File: config.mk
export PLATFORM = sky130hd
export DESIGN_NAME = afc_out_skid
export DESIGN_NICKNAME = d
export VERILOG_FILES = /design/src/rtl/afc_pkg.sv /design/src/rtl/afc_out_skid.sv
export SDC_FILE = /design/constraint.sdc
export NUM_CORES = 1
export LEC_CHECK = 0
export ABC_CLOCK_PERIOD_IN_PS = 1250
export BUFFER_PORTS_ARGS = -buffer_cell sky130_fd_sc_hd__buf_4
export CAP_MARGIN = 20
export CORE_AREA = 2 2 39 41
export DETAILED_ROUTE_END_ITERATION = 7
export DIE_AREA = 0 0 41 43
export SETUP_SLACK_MARGIN = 0.05
export SLEW_MARGIN = 0
export SYNTH_ARGS = -nofsm -noshare
export SYNTH_HDL_FRONTEND = slang
export SYNTH_SLANG_ARGS = --single-unit
File: constraint.sdc
create_clock -name i_clk -period 1.25 [get_ports i_clk]
set_clock_uncertainty 0.15 [all_clocks]
set_input_delay 0.25 -clock i_clk [delete_from_list [all_inputs] [get_ports i_clk]]
set_output_delay 0.25 -clock i_clk [all_outputs]
set_load 0.01 [all_outputs]
File: src/rtl/afc_pkg.sv
`timescale 1ns / 1ps
`default_nettype none
// ----------------------------------------------------------------------------
// afc_pkg
// shared types, widths and helpers of the box frustum cull unit
// ----------------------------------------------------------------------------
package afc_pkg;

    localparam int COORD_WIDTH = 32;
    localparam int FRAC_BITS   = 16;

    localparam int NUM_PLANES = 6;
    localparam int NUM_REGS   = 8;
    localparam int REG_W      = 64;
    localparam int HALF_W     = REG_W / 2;
    localparam int REG_IDX_W  = $clog2(NUM_REGS);
    localparam int CFG_ADDR_W = REG_IDX_W + 1;

    // plane components and corner coordinates
    localparam int NW     = COORD_WIDTH + 1;
    localparam int PW     = 2 * NW;
    localparam int DW     = NW + FRAC_BITS;
    localparam int SUM_W  = ((PW > DW) ? PW : DW) + 2;

    // input transaction layout
    localparam int CTR_W       = 32;
    localparam int HALF_IN_W   = 31;
    localparam int CX_LSB      = 0;
    localparam int CY_LSB      = CX_LSB + CTR_W;
    localparam int CZ_LSB      = CY_LSB + CTR_W;
    localparam int HX_LSB      = CZ_LSB + CTR_W;
    localparam int HY_LSB      = HX_LSB + HALF_IN_W;
    localparam int HZ_LSB      = HY_LSB + HALF_IN_W;
    localparam int S_FIELDS_W  = HZ_LSB + HALF_IN_W;
    localparam int S_TDATA_W   = ((S_FIELDS_W + 7) / 8) * 8;
    localparam int M_TDATA_W   = 8;

    typedef logic [NUM_REGS-1:0][REG_W-1:0] t_cfg_bank;

    typedef struct packed {
        logic signed [NW-1:0] nx;
        logic signed [NW-1:0] ny;
        logic signed [NW-1:0] nz;
        logic signed [NW-1:0] d;
    } t_plane;

    typedef struct packed {
        logic signed [COORD_WIDTH-1:0] ctr_x;
        logic signed [COORD_WIDTH-1:0] ctr_y;
        logic signed [COORD_WIDTH-1:0] ctr_z;
        logic [COORD_WIDTH-2:0]        half_x;
        logic [COORD_WIDTH-2:0]        half_y;
        logic [COORD_WIDTH-2:0]        half_z;
    } t_box;

    typedef struct packed {
        logic valid;
        logic vis;
    } t_flow;

    // component c (x, y, z, w) of matrix row r, sign extended
    function automatic logic signed [NW-1:0] row_elem(t_cfg_bank cfg, int unsigned r,
                                                      int unsigned c);
        logic [REG_W-1:0]  w;
        logic [HALF_W-1:0] h;
        w = cfg[REG_IDX_W'(r * 2 + (c >> 1))];
        h = ((c & 1) != 0) ? w[REG_W-1:HALF_W] : w[HALF_W-1:0];
        return NW'(signed'(h[COORD_WIDTH-1:0]));
    endfunction

    // plane p: row3 + row(p/2) for even p, row3 - row(p/2) for odd p
    function automatic t_plane plane_of(t_cfg_bank cfg, int unsigned p);
        t_plane               pl;
        logic signed [NW-1:0] v [4];
        logic signed [NW-1:0] a;
        logic signed [NW-1:0] b;
        for (int unsigned c = 0; c < 4; c++) begin
            a = row_elem(cfg, 3, c);
            b = row_elem(cfg, p >> 1, c);
            v[c] = ((p & 1) != 0) ? (a - b) : (a + b);
        end
        pl.nx = v[0];
        pl.ny = v[1];
        pl.nz = v[2];
        pl.d  = v[3];
        return pl;
    endfunction

endpackage
`default_nettype wire

File: src/rtl/afc_out_skid.sv
`timescale 1ns / 1ps
`default_nettype none
// ----------------------------------------------------------------------------
// afc_out_skid
// output register with one skid entry; stalls the cell chain when full
// ----------------------------------------------------------------------------
module afc_out_skid import afc_pkg::*; (
    input  logic                 i_clk,
    input  logic                 i_rst_n,
    input  t_flow                i_flow,
    output logic                 o_chain_en,
    output logic                 m_axis_tvalid,
    input  logic                 m_axis_tready,
    output logic [M_TDATA_W-1:0] m_axis_tdata   // visible
);

    logic r_out_valid;
    logic r_out_vis;
    logic r_skid_valid;
    logic r_skid_vis;
    logic w_take;

    assign w_take = !r_out_valid || m_axis_tready;

    always_ff @(posedge i_clk) begin
        if (!i_rst_n) begin
            r_out_valid  <= 1'b0;
            r_skid_valid <= 1'b0;
        end else if (w_take) begin
            if (r_skid_valid) begin
                r_out_valid  <= 1'b1;
                r_out_vis    <= r_skid_vis;
                r_skid_valid <= 1'b0;
            end else begin
                r_out_valid <= i_flow.valid;
                r_out_vis   <= i_flow.vis;
            end
        end else if (i_flow.valid && !r_skid_valid) begin
            r_skid_valid <= 1'b1;
            r_skid_vis   <= i_flow.vis;
        end
    end

    assign o_chain_en    = !r_skid_valid;
    assign m_axis_tvalid = r_out_valid;
    assign m_axis_tdata  = M_TDATA_W'(r_out_vis);

`ifndef SYNTHESIS
    a_skid_needs_out: assert property (@(posedge i_clk) disable iff (!i_rst_n)
        r_skid_valid |-> r_out_valid)
        else $error("skid entry held while output register empty");

    a_skid_fill_on_stall: assert property (@(posedge i_clk) disable iff (!i_rst_n)
        $rose(r_skid_valid) |-> $past(r_out_valid && !m_axis_tready && i_flow.valid))
        else $error("skid filled without a stalled output");
`endif

endmodule
`default_nettype wire
==> results.toml <==
[outcome]
status = "finished, final reports clean"

[pwr]
fin_total_pwr_mw = 0.356
combPwrFrac_pct = 12.7
powerDensity_nw_per_um2 = 1170
p_switching_mw = 0.0819
p_clk_share_pct = 45.8
switching_share_pct = 23.0
p_leak_nw = 0.145
p_seq_share_pct = 41.4
p_int_mw = 0.274
max-vdd-ir-drop_mv = 0.259

[synth]
ys_top_cells_by_area = "buf_4 25%, edfxtp_1 25%, dfxtp_1 16%"
ys_seq_area_share_pct = 41.2
synth_edf_count = 2
syn-instance-count = 22
synth_area_leader_cell = "buf_4"
yosys-top-cells-count = "8 x buf_4, 2 x dfxtp_1, 2 x edfxtp_1, 2 x nor2_1"
yosysUniqueCellTypes = 12
syn_avg_cell_area_um2 = 11.0
yosys_warnings = 0
synthArstFlopShare_pct = 0
synthFlopType = "edfxtp_1"
synth_most_common_cell = "buf_4"
ys_ff_latch = 4
yosysTopAreaCellShare_pct = 24.7
syn_area_um2 = 243

[clock_network]
cts.sinks = 4
cts_tree = "yes"
clkTransAtPathRegs_ns = 0.04
cts_root_buf = "clkbuf_4"
cts_buffer_depth = 2
post_cts_buffers = 0
post_cts_resize_count = 1
cts-htree-levels = 1
cts_buffers = 3
cts_hold_buf = 0
clock_latency_ns = 0.24

[setup_path]
critPathMaxFanout = 4
slowest_stage = "dfxtp_4"
critical_path_class = "reg2out"
endpoint_kind = "primary output"
critPathMaxStageDelay_ns = 0.36
crit_path_start = "r_skid_valid"
critPathArrivalTime_ns = 0.76
crit_chain = "inv_1 > buf_4"
r2r_start = "m_axis_tvalid"
cp-start-kind = "register"
required_ns = 0.85

[sta]
fin_crit_ns = 1.16
max_clock_freq_mhz = 863
fin_hold_ws_ns = 0.0577
grt_setup_unrepaired = "false"
final_hold_viol_count = 0
maxSlewViolCount = 0
tns_ns = 0
setup_viol = 0
min_period_over_period_pct = 92.6

[routing]
first_pass_iters = 1
routedWlPerCell_um = 7.41
drcViolationCount = 0
ant_nets = 0
vias = 134
drt_iter0_drc = 0
viasPerCell = 2.91
routed_wl_um = 341

[hold_path]
hp-start = "i_flow[0]"
hp-class = "in2reg"

[layout]
drive_above_1_share_pct = 50.0
antenna-diode-count = 0
fin_nets = 37
syn_to_final_growth_pct = 25.8
finalNonFillerCells = 46
n_fill_cell = 154
final_util_pct = 22.1

[placed_design]
placed_cells = 43
place.gp.congestion = 0.624
portBuffers = 7

[run]
drv_cap = 0

[floorplan]
dieHeight_um = 43
rows = 14
start_util_pct = 17.5
ios = 15
dieArea_um2 = 1760
die_w_um = 41
core_um2 = 1380

[grt]
grt_usage_pct = 5.43
antenna_found_initial = 0
grt_pass1_wl_um = 503
grt_pass1_vias = 131
grt_max_degree = 5
overflow = 0
[logic make-up (layout without fill, tap and decap cells)]
logic type	count (synthesis)	in the layout	share of synthesized area (%)
AND/OR/NAND/NOR	6	6	21.7
multiplexers	1	1	6.18
other	1	7	1.54
AO/OA/AOI/OAI	1	1	3.09
flip-flops	4	4	41.2
buffers and inverters	9	11	26.3
[stage by stage]
step           cell area (um^2)  setup slack [ns]
2_1_floorplan               265             0.118
3_3_place_gp                278             0.109
3_5_place_dp                278             0.102
4_1_cts                     302            0.0568
5_1_grt                     305            0.0507
6_report                    305            0.0919
[power by group through the flow]
stage / Sequential, mW / Combinational (mW) / Clock, mW
after global placement: 0.151 / 0.0454 / 0
after global routing: 0.148 / 0.0506 / 0.186
after detailed placement: 0.151 / 0.0457 / 0
after CTS: 0.149 / 0.0457 / 0.174
final: 0.148 / 0.0453 / 0.163
after floorplan: 0.151 / 0.0429 / 0
[flip-flops by register name, indices dropped and copies added, names as in the netlist]
register / count
r_skid_valid: 1
m_axis_tvalid: 1
r_skid_vis: 1
r_out_vis: 1
[worst paths after layout]
check | end | slack [ns] | cells past startpoint
worst max-delay path | o_chain_en | 0.09 | 2
worst min-delay path | r_skid_vis | 0.06 | 1
worst max register to register | r_skid_vis | 0.17 | 2
worst min register to register | r_skid_valid | 0.35 | 2
[cell usage in the layout, fill, tap and decap left out, types with 2 or more instances in the layout]
cell type  instances
nor2_1             2
conb_1             7
clkbuf_4           3
buf_4              7
edfxtp_1           2
[worst max-delay path: cells and delay by family (launching register included)]
kind | cells | cell delay, ns
DFF | 1 | 0.36
buffers and inverters | 2 | 0.17
[layout make-up]
type                    count  area (um^2)  share of cell area (%)
repair buffers              7         52.6                    17.2
well taps                  16         20.0                    6.56
flip-flops and latches      4          105                    34.4
inverters                   1         3.75                    1.23
clock buffers               3         22.5                    7.38
multi-input cells          15          101                    33.2
[layer usage]
metal / track usage [%] / share of wire (%) / vias to the layer above
met3: 4.71 / 8.5 / 0
met2: 5.63 / 56 / 6
met1: 4.85 / 35 / 57
met5: 0 / 0 / -
li1: - / - / 71
met4: 8.00 / 0 / 0
Note: power is estimated with default switching activity, not from simulation.
